===== config.mk =====
export PLATFORM = sky130hd
export DESIGN_NAME = framed_serial_command_receiver
export DESIGN_NICKNAME = d
export VERILOG_FILES = /design/src/rtl/fscr_pkg.sv /design/src/rtl/framed_serial_command_receiver.sv /design/src/rtl/fscr_front.sv /design/src/rtl/fscr_back.sv
export SDC_FILE = /design/constraint.sdc
export NUM_CORES = 1
export LEC_CHECK = 0
export BUFFER_PORTS_ARGS = -buffer_cell sky130_fd_sc_hd__buf_2
export CAP_MARGIN = 20
export CORE_UTILIZATION = 32
export DETAILED_ROUTE_END_ITERATION = 10
export PLACE_DENSITY = 0.5
export RECOVER_POWER = 100
export SYNTH_ARGS = -nofsm -noshare
export SYNTH_HDL_FRONTEND = slang
export SYNTH_SLANG_ARGS = --single-unit
export TNS_END_PERCENT = 20

===== constraint.sdc =====
create_clock -name aclk -period 10.8 [get_ports aclk]
set_clock_uncertainty 0.15 [all_clocks]
set_input_delay 1.08 -clock aclk [delete_from_list [all_inputs] [get_ports aclk]]
set_output_delay 1.08 -clock aclk [all_outputs]
set_load 0.01 [all_outputs]

===== src/rtl/fscr_pkg.sv =====
// Shared types and constants for the framed serial command receiver.
package fscr_pkg;

    // Request codes carried on s_tuser.
    localparam logic [1:0] REQ_ARM    = 2'd0;
    localparam logic [1:0] REQ_BYTE   = 2'd1;
    localparam logic [1:0] REQ_TICK   = 2'd2;
    localparam logic [1:0] REQ_UNUSED = 2'd3;

    // Result kinds carried on m_tuser.
    localparam logic RES_PAYLOAD = 1'b0;
    localparam logic RES_FINISH  = 1'b1;

    localparam logic [7:0]  HEAD_BYTE     = 8'h7E;
    localparam logic [31:0] TIMEOUT_RESET = 32'd25000000;
    localparam int          QUEUE_DEPTH   = 4;

    localparam int STATUS_W = 9;
    localparam int IN_DATA_W = 8;
    localparam int IN_USER_W = 2;
    localparam int OUT_DATA_W = 64;

    // Classified request as it travels from front to back.
    typedef struct packed {
        logic       arm;
        logic       take_byte;
        logic       tick;
        logic [7:0] rx_byte;
    } cmd_t;

endpackage


===== src/rtl/framed_serial_command_receiver.sv =====
// Top level of the framed serial command receiver: timeout register, front and back parts.
//
// Usage:
//   Input words (s_): s_tuser carries the request (arm, received byte, idle tick),
//   s_tdata the received byte. An arm starts a new frame and drops any frame in
//   progress. Bytes and ticks are ignored until the receiver is armed.
//   Output words (m_): either one payload byte as it arrives (m_tuser = 0) or one
//   finish word with the frame status (m_tuser = 1). Bad head, timeouts and
//   checksum mismatch end the frame; the receiver then waits for the next arm.
//   cfg_we/cfg_wdata load the idle timeout in ticks; write it only while idle.
// Path and throughput:
//   A word taken on s_ passes through the queue and then the output register
//   before it appears on m_. One word per cycle is sustained while m_tready is high;
//   the parser state update in the back part is the per-cycle limit.
// Reset and stall:
//   aresetn (synchronous, active low) empties the queue, drops any frame and
//   restores the timeout to its default. When m_tready is low, the back part
//   holds its result and stops; the queue keeps taking words until it fills,
//   then s_tready drops.
module framed_serial_command_receiver #(
    parameter int QueueDepth = fscr_pkg::QUEUE_DEPTH
) (
    input  logic                            aclk,
    input  logic                            aresetn,
    // configuration: timeout_ticks
    input  logic                            cfg_we,
    input  logic [31:0]                     cfg_wdata,
    // input stream
    input  logic                            s_tvalid,
    output logic                            s_tready,
    input  logic [fscr_pkg::IN_DATA_W-1:0]  s_tdata,   // [7:0] rx_byte
    input  logic [fscr_pkg::IN_USER_W-1:0]  s_tuser,   // [1:0] req_type
    // result stream
    output logic                            m_tvalid,
    input  logic                            m_tready,
    // [8:0] status, [16:9] data_byte, [24:17] byte_index, [32:25] frame_number,
    // [40:33] command_code, [48:41] reserved_field, [56:49] payload_length,
    // [63:57] zero
    output logic [fscr_pkg::OUT_DATA_W-1:0] m_tdata,
    output logic [0:0]                      m_tuser    // [0] result_kind
);
    import fscr_pkg::*;

    logic [31:0] timeout_reg, timeout_next;
    logic        q_valid;
    cmd_t        q_item;
    logic        q_pop;

    // Load the timeout on every write strobe.
    assign timeout_next = cfg_we ? cfg_wdata : timeout_reg;

    always_ff @(posedge aclk) begin
        if (!aresetn) begin
            timeout_reg <= TIMEOUT_RESET;
        end else begin
            timeout_reg <= timeout_next;
        end
    end

    fscr_front #(
        .Depth (QueueDepth)
    ) u_front (
        .aclk     (aclk),
        .aresetn  (aresetn),
        .s_tvalid (s_tvalid),
        .s_tready (s_tready),
        .s_tdata  (s_tdata),
        .s_tuser  (s_tuser),
        .q_valid  (q_valid),
        .q_item   (q_item),
        .q_pop    (q_pop)
    );

    fscr_back u_back (
        .aclk          (aclk),
        .aresetn       (aresetn),
        .timeout_ticks (timeout_reg),
        .q_valid       (q_valid),
        .q_item        (q_item),
        .q_pop         (q_pop),
        .m_tvalid      (m_tvalid),
        .m_tready      (m_tready),
        .m_tdata       (m_tdata),
        .m_tuser       (m_tuser)
    );

endmodule


===== src/rtl/fscr_front.sv =====
// Front part: accept input words, classify the request and queue it for the back part.
module fscr_front #(
    parameter int Depth = fscr_pkg::QUEUE_DEPTH
) (
    input  logic                           aclk,
    input  logic                           aresetn,
    input  logic                           s_tvalid,
    output logic                           s_tready,
    input  logic [fscr_pkg::IN_DATA_W-1:0] s_tdata,
    input  logic [fscr_pkg::IN_USER_W-1:0] s_tuser,
    output logic                           q_valid,
    output fscr_pkg::cmd_t                 q_item,
    input  logic                           q_pop
);
    import fscr_pkg::*;

    localparam int PtrW = $clog2(Depth);
    localparam int CntW = $clog2(Depth + 1);
    localparam logic [PtrW-1:0] LastPtr = PtrW'(Depth - 1);
    localparam logic [CntW-1:0] FullCnt = CntW'(Depth);

    cmd_t            mem [Depth];
    logic [PtrW-1:0] wr_ptr_reg, wr_ptr_next;
    logic [PtrW-1:0] rd_ptr_reg, rd_ptr_next;
    logic [CntW-1:0] cnt_reg, cnt_next;
    cmd_t            cls;
    logic            push;
    logic            pop;

    // Decode the request; the unused code is accepted and dropped here.
    always_comb begin
        cls.arm       = (s_tuser == REQ_ARM);
        cls.take_byte = (s_tuser == REQ_BYTE);
        cls.tick      = (s_tuser == REQ_TICK);
        cls.rx_byte   = s_tdata;
    end

    assign s_tready = (cnt_reg != FullCnt);
    assign push     = s_tvalid && s_tready && (s_tuser != REQ_UNUSED);
    assign q_valid  = (cnt_reg != '0);
    assign pop      = q_pop && q_valid;
    assign q_item   = mem[rd_ptr_reg];

    always_comb begin
        wr_ptr_next = wr_ptr_reg;
        rd_ptr_next = rd_ptr_reg;
        cnt_next    = cnt_reg;
        if (push) begin
            wr_ptr_next = (wr_ptr_reg == LastPtr) ? '0 : wr_ptr_reg + 1'b1;
        end
        if (pop) begin
            rd_ptr_next = (rd_ptr_reg == LastPtr) ? '0 : rd_ptr_reg + 1'b1;
        end
        if (push && !pop) begin
            cnt_next = cnt_reg + 1'b1;
        end else if (pop && !push) begin
            cnt_next = cnt_reg - 1'b1;
        end
    end

    always_ff @(posedge aclk) begin
        if (!aresetn) begin
            wr_ptr_reg <= '0;
            rd_ptr_reg <= '0;
            cnt_reg    <= '0;
        end else begin
            wr_ptr_reg <= wr_ptr_next;
            rd_ptr_reg <= rd_ptr_next;
            cnt_reg    <= cnt_next;
        end
    end

    always_ff @(posedge aclk) begin
        if (push) begin
            mem[wr_ptr_reg] <= cls;
        end
    end

endmodule


===== src/rtl/fscr_back.sv =====
// Back part: frame parser, checksum, timeout counter and the output register.
module fscr_back (
    input  logic                            aclk,
    input  logic                            aresetn,
    input  logic [31:0]                     timeout_ticks,
    input  logic                            q_valid,
    input  fscr_pkg::cmd_t                  q_item,
    output logic                            q_pop,
    output logic                            m_tvalid,
    input  logic                            m_tready,
    output logic [fscr_pkg::OUT_DATA_W-1:0] m_tdata,
    output logic [0:0]                      m_tuser
);
    import fscr_pkg::*;

    localparam logic [2:0] PH_IDLE = 3'd0;
    localparam logic [2:0] PH_HEAD = 3'd1;
    localparam logic [2:0] PH_NUM  = 3'd2;
    localparam logic [2:0] PH_CMD  = 3'd3;
    localparam logic [2:0] PH_RSV  = 3'd4;
    localparam logic [2:0] PH_LEN  = 3'd5;
    localparam logic [2:0] PH_DATA = 3'd6;
    localparam logic [2:0] PH_SUM  = 3'd7;

    localparam logic [STATUS_W-1:0] ST_OK       = 9'd0;
    localparam logic [STATUS_W-1:0] ST_HEAD     = 9'd1;
    localparam logic [STATUS_W-1:0] ST_NUM      = 9'd2;
    localparam logic [STATUS_W-1:0] ST_CMD      = 9'd3;
    localparam logic [STATUS_W-1:0] ST_RSV      = 9'd4;
    localparam logic [STATUS_W-1:0] ST_LEN      = 9'd5;
    localparam logic [STATUS_W-1:0] ST_BASE     = 9'd6;
    localparam logic [STATUS_W-1:0] ST_SUM_FAIL = 9'd7;

    logic [2:0]  phase_reg, phase_next;
    logic [7:0]  sum_reg, sum_next;
    logic [7:0]  count_reg, count_next;
    logic [31:0] idle_reg, idle_next;
    logic [7:0]  fnum_reg, fnum_next;
    logic [7:0]  cmd_reg, cmd_next;
    logic [7:0]  rsv_reg, rsv_next;
    logic [7:0]  len_reg, len_next;

    logic                m_valid_reg, m_valid_next;
    logic [OUT_DATA_W-1:0] m_data_reg;
    logic                m_kind_reg;

    logic                emit;
    logic                res_kind;
    logic [STATUS_W-1:0] res_status;
    logic [7:0]          res_data;
    logic [7:0]          res_index;
    logic [31:0]         idle_inc;
    logic [7:0]          count_inc;
    logic [7:0]          rx;

    // Take the next queued request whenever the output register is free or draining.
    assign q_pop    = q_valid && (!m_valid_reg || m_tready);
    assign idle_inc = (idle_reg == 32'hFFFF_FFFF) ? idle_reg : idle_reg + 32'd1;
    assign count_inc = count_reg + 8'd1;
    assign rx       = q_item.rx_byte;

    always_comb begin
        phase_next = phase_reg;
        sum_next   = sum_reg;
        count_next = count_reg;
        idle_next  = idle_reg;
        fnum_next  = fnum_reg;
        cmd_next   = cmd_reg;
        rsv_next   = rsv_reg;
        len_next   = len_reg;
        emit       = 1'b0;
        res_kind   = RES_FINISH;
        res_status = ST_OK;
        res_data   = 8'd0;
        res_index  = 8'd0;
        if (q_pop) begin
            if (q_item.arm) begin
                phase_next = PH_HEAD;
                sum_next   = '0;
                count_next = '0;
                idle_next  = '0;
                fnum_next  = '0;
                cmd_next   = '0;
                rsv_next   = '0;
                len_next   = '0;
            end else if (q_item.take_byte && phase_reg != PH_IDLE) begin
                idle_next = '0;
                case (phase_reg)
                    PH_HEAD: begin
                        if (rx != HEAD_BYTE) begin
                            emit       = 1'b1;
                            res_status = ST_HEAD;
                            res_data   = rx;
                            phase_next = PH_IDLE;
                        end else begin
                            phase_next = PH_NUM;
                        end
                    end
                    PH_NUM: begin
                        fnum_next  = rx;
                        sum_next   = rx;
                        phase_next = PH_CMD;
                    end
                    PH_CMD: begin
                        cmd_next   = rx;
                        sum_next   = sum_reg + rx;
                        phase_next = PH_RSV;
                    end
                    PH_RSV: begin
                        rsv_next   = rx;
                        sum_next   = sum_reg + rx;
                        phase_next = PH_LEN;
                    end
                    PH_LEN: begin
                        len_next   = rx;
                        sum_next   = sum_reg + rx;
                        phase_next = (rx == 8'd0) ? PH_SUM : PH_DATA;
                    end
                    PH_DATA: begin
                        sum_next   = sum_reg + rx;
                        count_next = count_inc;
                        if (count_inc >= len_reg) begin
                            phase_next = PH_SUM;
                        end
                        emit      = 1'b1;
                        res_kind  = RES_PAYLOAD;
                        res_data  = rx;
                        res_index = count_reg;
                    end
                    PH_SUM: begin
                        emit       = 1'b1;
                        phase_next = PH_IDLE;
                        res_status = (sum_reg == rx) ? ST_OK
                                   : ST_SUM_FAIL + STATUS_W'(len_reg);
                    end
                    default: begin
                        phase_next = phase_reg;
                    end
                endcase
            end else if (q_item.tick && phase_reg != PH_IDLE) begin
                idle_next = idle_inc;
                if (idle_inc >= timeout_ticks) begin
                    idle_next  = '0;
                    phase_next = PH_IDLE;
                    emit       = 1'b1;
                    case (phase_reg)
                        PH_HEAD: res_status = ST_HEAD;
                        PH_NUM:  res_status = ST_NUM;
                        PH_CMD:  res_status = ST_CMD;
                        PH_RSV:  res_status = ST_RSV;
                        PH_LEN:  res_status = ST_LEN;
                        PH_DATA: res_status = ST_BASE + STATUS_W'(count_reg);
                        default: res_status = ST_BASE + STATUS_W'(len_reg);
                    endcase
                end
            end
        end
    end

    always_comb begin
        m_valid_next = m_valid_reg;
        if (q_pop && emit) begin
            m_valid_next = 1'b1;
        end else if (m_tready) begin
            m_valid_next = 1'b0;
        end
    end

    always_ff @(posedge aclk) begin
        if (!aresetn) begin
            phase_reg   <= PH_IDLE;
            sum_reg     <= '0;
            count_reg   <= '0;
            idle_reg    <= '0;
            fnum_reg    <= '0;
            cmd_reg     <= '0;
            rsv_reg     <= '0;
            len_reg     <= '0;
            m_valid_reg <= 1'b0;
        end else begin
            phase_reg   <= phase_next;
            sum_reg     <= sum_next;
            count_reg   <= count_next;
            idle_reg    <= idle_next;
            fnum_reg    <= fnum_next;
            cmd_reg     <= cmd_next;
            rsv_reg     <= rsv_next;
            len_reg     <= len_next;
            m_valid_reg <= m_valid_next;
        end
    end

    // Header fields in the result are those held before this word is applied.
    always_ff @(posedge aclk) begin
        if (q_pop && emit) begin
            m_kind_reg <= res_kind;
            m_data_reg <= {7'd0, len_reg, rsv_reg, cmd_reg, fnum_reg,
                           res_index, res_data, res_status};
        end
    end

    assign m_tvalid   = m_valid_reg;
    assign m_tdata    = m_data_reg;
    assign m_tuser[0] = m_kind_reg;

endmodule


==> flow_summary.toml <==
[critical_path]
end_kind = "flop"
critPathTopFamily = "simple AND/OR/NAND/NOR gates"
cp.arrival_ps = 7460
path_buf_inv = 1
critPathRequiredTime_ps = 10730
crit_fanout = 58
worstPathCellList = "and4_1 -> nand4_1 -> nor3_1 -> and4_1 -> nand3_1 -> xnor2_1 -> ha_1 -> nand4_1 -> nor4_1 -> o21a_1 -> o41a_1 -> nor2_1 -> a2111oi_0 -> clkbuf_1"
slowest_stage = "clkbuf_1"
critPathKind = "flop to flop"
worst_path_largest_cell_delay_ps = 2320
start_kind = "flop"
reg2reg_slack_ps = 3270

[logic_synthesis]
ys_types = 76
ys.flop_type = "dfxtp_1"
synth-simple-area-share_pct = 17.9
synth.area.top_cells = "edfxtp_1, dfxtp_1, ha_1, mux2i_1, nor2b_1"
synth_top_family_by_area = "simple AND/OR/NAND/NOR gates"
netlist_top_cells_count = "dfxtp_1, edfxtp_1, nor2_1, nor2b_1, mux2i_1"
netlist.area_leader.share_pct = 26.7
synth_compound_area_share_pct = 8.92
synth_xor_xnor_area_share_pct = 5.58
seq_area_frac_synth_pct = 48.5
synthMuxAreaShare_pct = 8.12
yosysWarningCount = 0
synth-adder-area-share_pct = 6.57
syn_area_um2 = 11500
yosysMostFrequentCell = "dfxtp_1"
yosys_register_bits = 227
synth.avg_cell_area_um2 = 10.5
syn_inst = 1095
async_reset_ff_share_pct = 0
synth_edf_count = 102
yosysTopAreaCell = "edfxtp_1"

[final_layout]
layout.nets = 1291
antennaDiodeCount = 0
finalNonFillerCells = 1662
largest_reg_flops = 57
fillerInstances = 3565
regArea_um2 = 5570
drive_gt1_share_pct = 8.45
multi_input_area_um2 = 5370
syn_to_final_growth_pct = 14.1
final_core_util_pct = 37.5

[drt]
ant_nets = 0
wirelength_um = 26700
vias = 8125
drc = 0
vias_per_cell = 4.89
first_pass_iters = 5
drtIter0Drc = 424
post_drt_wl_per_cell_um = 16.0

[clocking]
clkTransAtPathRegs_ps = 60
postCtsSetupBuffers = 0
numCtsBuffers = 28
cts_sinks = 227
cts-root-buf = "clkbuf_16"
clk-insertion-delay-late_ps = 560
clk_path_buf_depth = 3
holdBufCountCts = 0
ctsResizeCount = 0
cts_tree = "done"
h-tree-depth = 1

[die]
die_area_um2 = 36600
chipHeight_um = 191
die_x_um = 191
rows = 68
core_area_um2 = 34900
start_util_pct = 32.9
io_pins = 114

[power]
power_uw = 2520
p_leak_uw = 0.00478
vdd.ir_drop.worst_v = 0.000114
powerDensity_nw_per_um2 = 192

[timing]
rsz0062_at_grt = "false"
finalCritPeriodShare_pct = 69.7
slew_headroom_pct = -167
hold_viol = 0
min_period_ps = 7530
fin_setup_tns_ps = 0
hold-worst-slack_ps = 279
worstMarginPinSlew_ps = 4000
fmax_mhz = 133
finalSetupViolCount = 0
slew_viol_final = 201

[job]
cap_violations = 5

[global_route]
gr-total-overflow = 0
use_met3_pct = 1.80
track_usage_pct = 14.6
grt_first_pass_wirelength_um = 42500
grt_pass1_vias = 7862
use_met2_pct = 22.4
grt_start_max_net_pins = 99
grt_busiest_layer = "met2"
antenna_found_initial = 0
met1_usage_pct = 21.4

[place]
port_buffers = 106
place.gp.congestion = 0.867
dp_cells = 1609
dp_hpwl_um = 18600

[outcome]
status = "finished, violations left"
violations = "capacitance limit, slew limit"

[hold_path]
hold_class = "flop to flop"
-- power by group --
part	total (uW)	leakage (uW)	switching [uW]	internal (uW)
clock	890	0.000436	380	510
sequential	1020	0.00196	57.0	961
combinational	608	0.00239	380	227
total	2520	0.00478	818	1700
-- cell type report --
cell class                 count  share of cell area [%]
clock inverter                16                   0.956
timing repair buffer         109                    3.50
tap                          455                    4.35
clock buffer                  36                    5.89
multi-input combinational    757                    41.0
sequential                   227                    42.5
inverter                      62                    1.78
-- metal layers --
layer / part of all wire (%) / wire length [um]
met5: 0 / 0
met4: 1.7 / 445
met3: 3.5 / 946
met2: 44 / 11700
met1: 51 / 13600
-- per-stage QoR --
stage | setup WS (ps) | area [um2]
global route | 2580 | 13100
CTS | 5190 | 13200
global placement | 5310 | 12300
floorplan | 3320 | 11500
finish | 3270 | 13100
detailed placement | 5200 | 12300
-- logic make-up after synthesis --
group	count (synthesis)
AO/OA/AOI/OAI	156
XOR/XNOR	73
adder cells (fa/ha/maj)	59
buffers and inverters	117
flip-flops	227
multiplexers	78
other	1
AND/OR/NAND/NOR	384
-- cells in the final DEF (no fill, tap or decap), types with 6 or more instances in the layout --
master / n
and4_1: 7
nor4_1: 8
mux2i_1: 66
dfxtp_1: 125
and3_1: 11
inv_1: 61
o211ai_1: 13
nor3b_1: 6
and2_1: 9
o21ai_0: 31
nand4_1: 21
clkbuf_16: 28
xnor2_1: 45
nand2_1: 64
edfxtp_1: 102
xor2_1: 28
nor2_1: 81
a21oi_1: 46
a22oi_1: 10
nor3_1: 25
clkbuf_1: 76
conb_1: 7
mux4_2: 8
ha_1: 57
buf_2: 36
a21o_1: 8
nand3_1: 35
nand2b_1: 7
o22ai_1: 8
and2_0: 12
nor2b_1: 76
-- final timing paths --
path / end / from / cells after the start
hold / removal: u_back.m_tdata[44] / u_back.rsv_reg[3] / 0
setup / recovery: u_back.m_tuser / u_back.idle_reg[5] / 14
hold reg to reg: u_back.m_tdata[44] / u_back.rsv_reg[3] / 0
setup reg to reg: u_back.m_tuser / u_back.idle_reg[5] / 14
(Power assumes the default switching activity.)
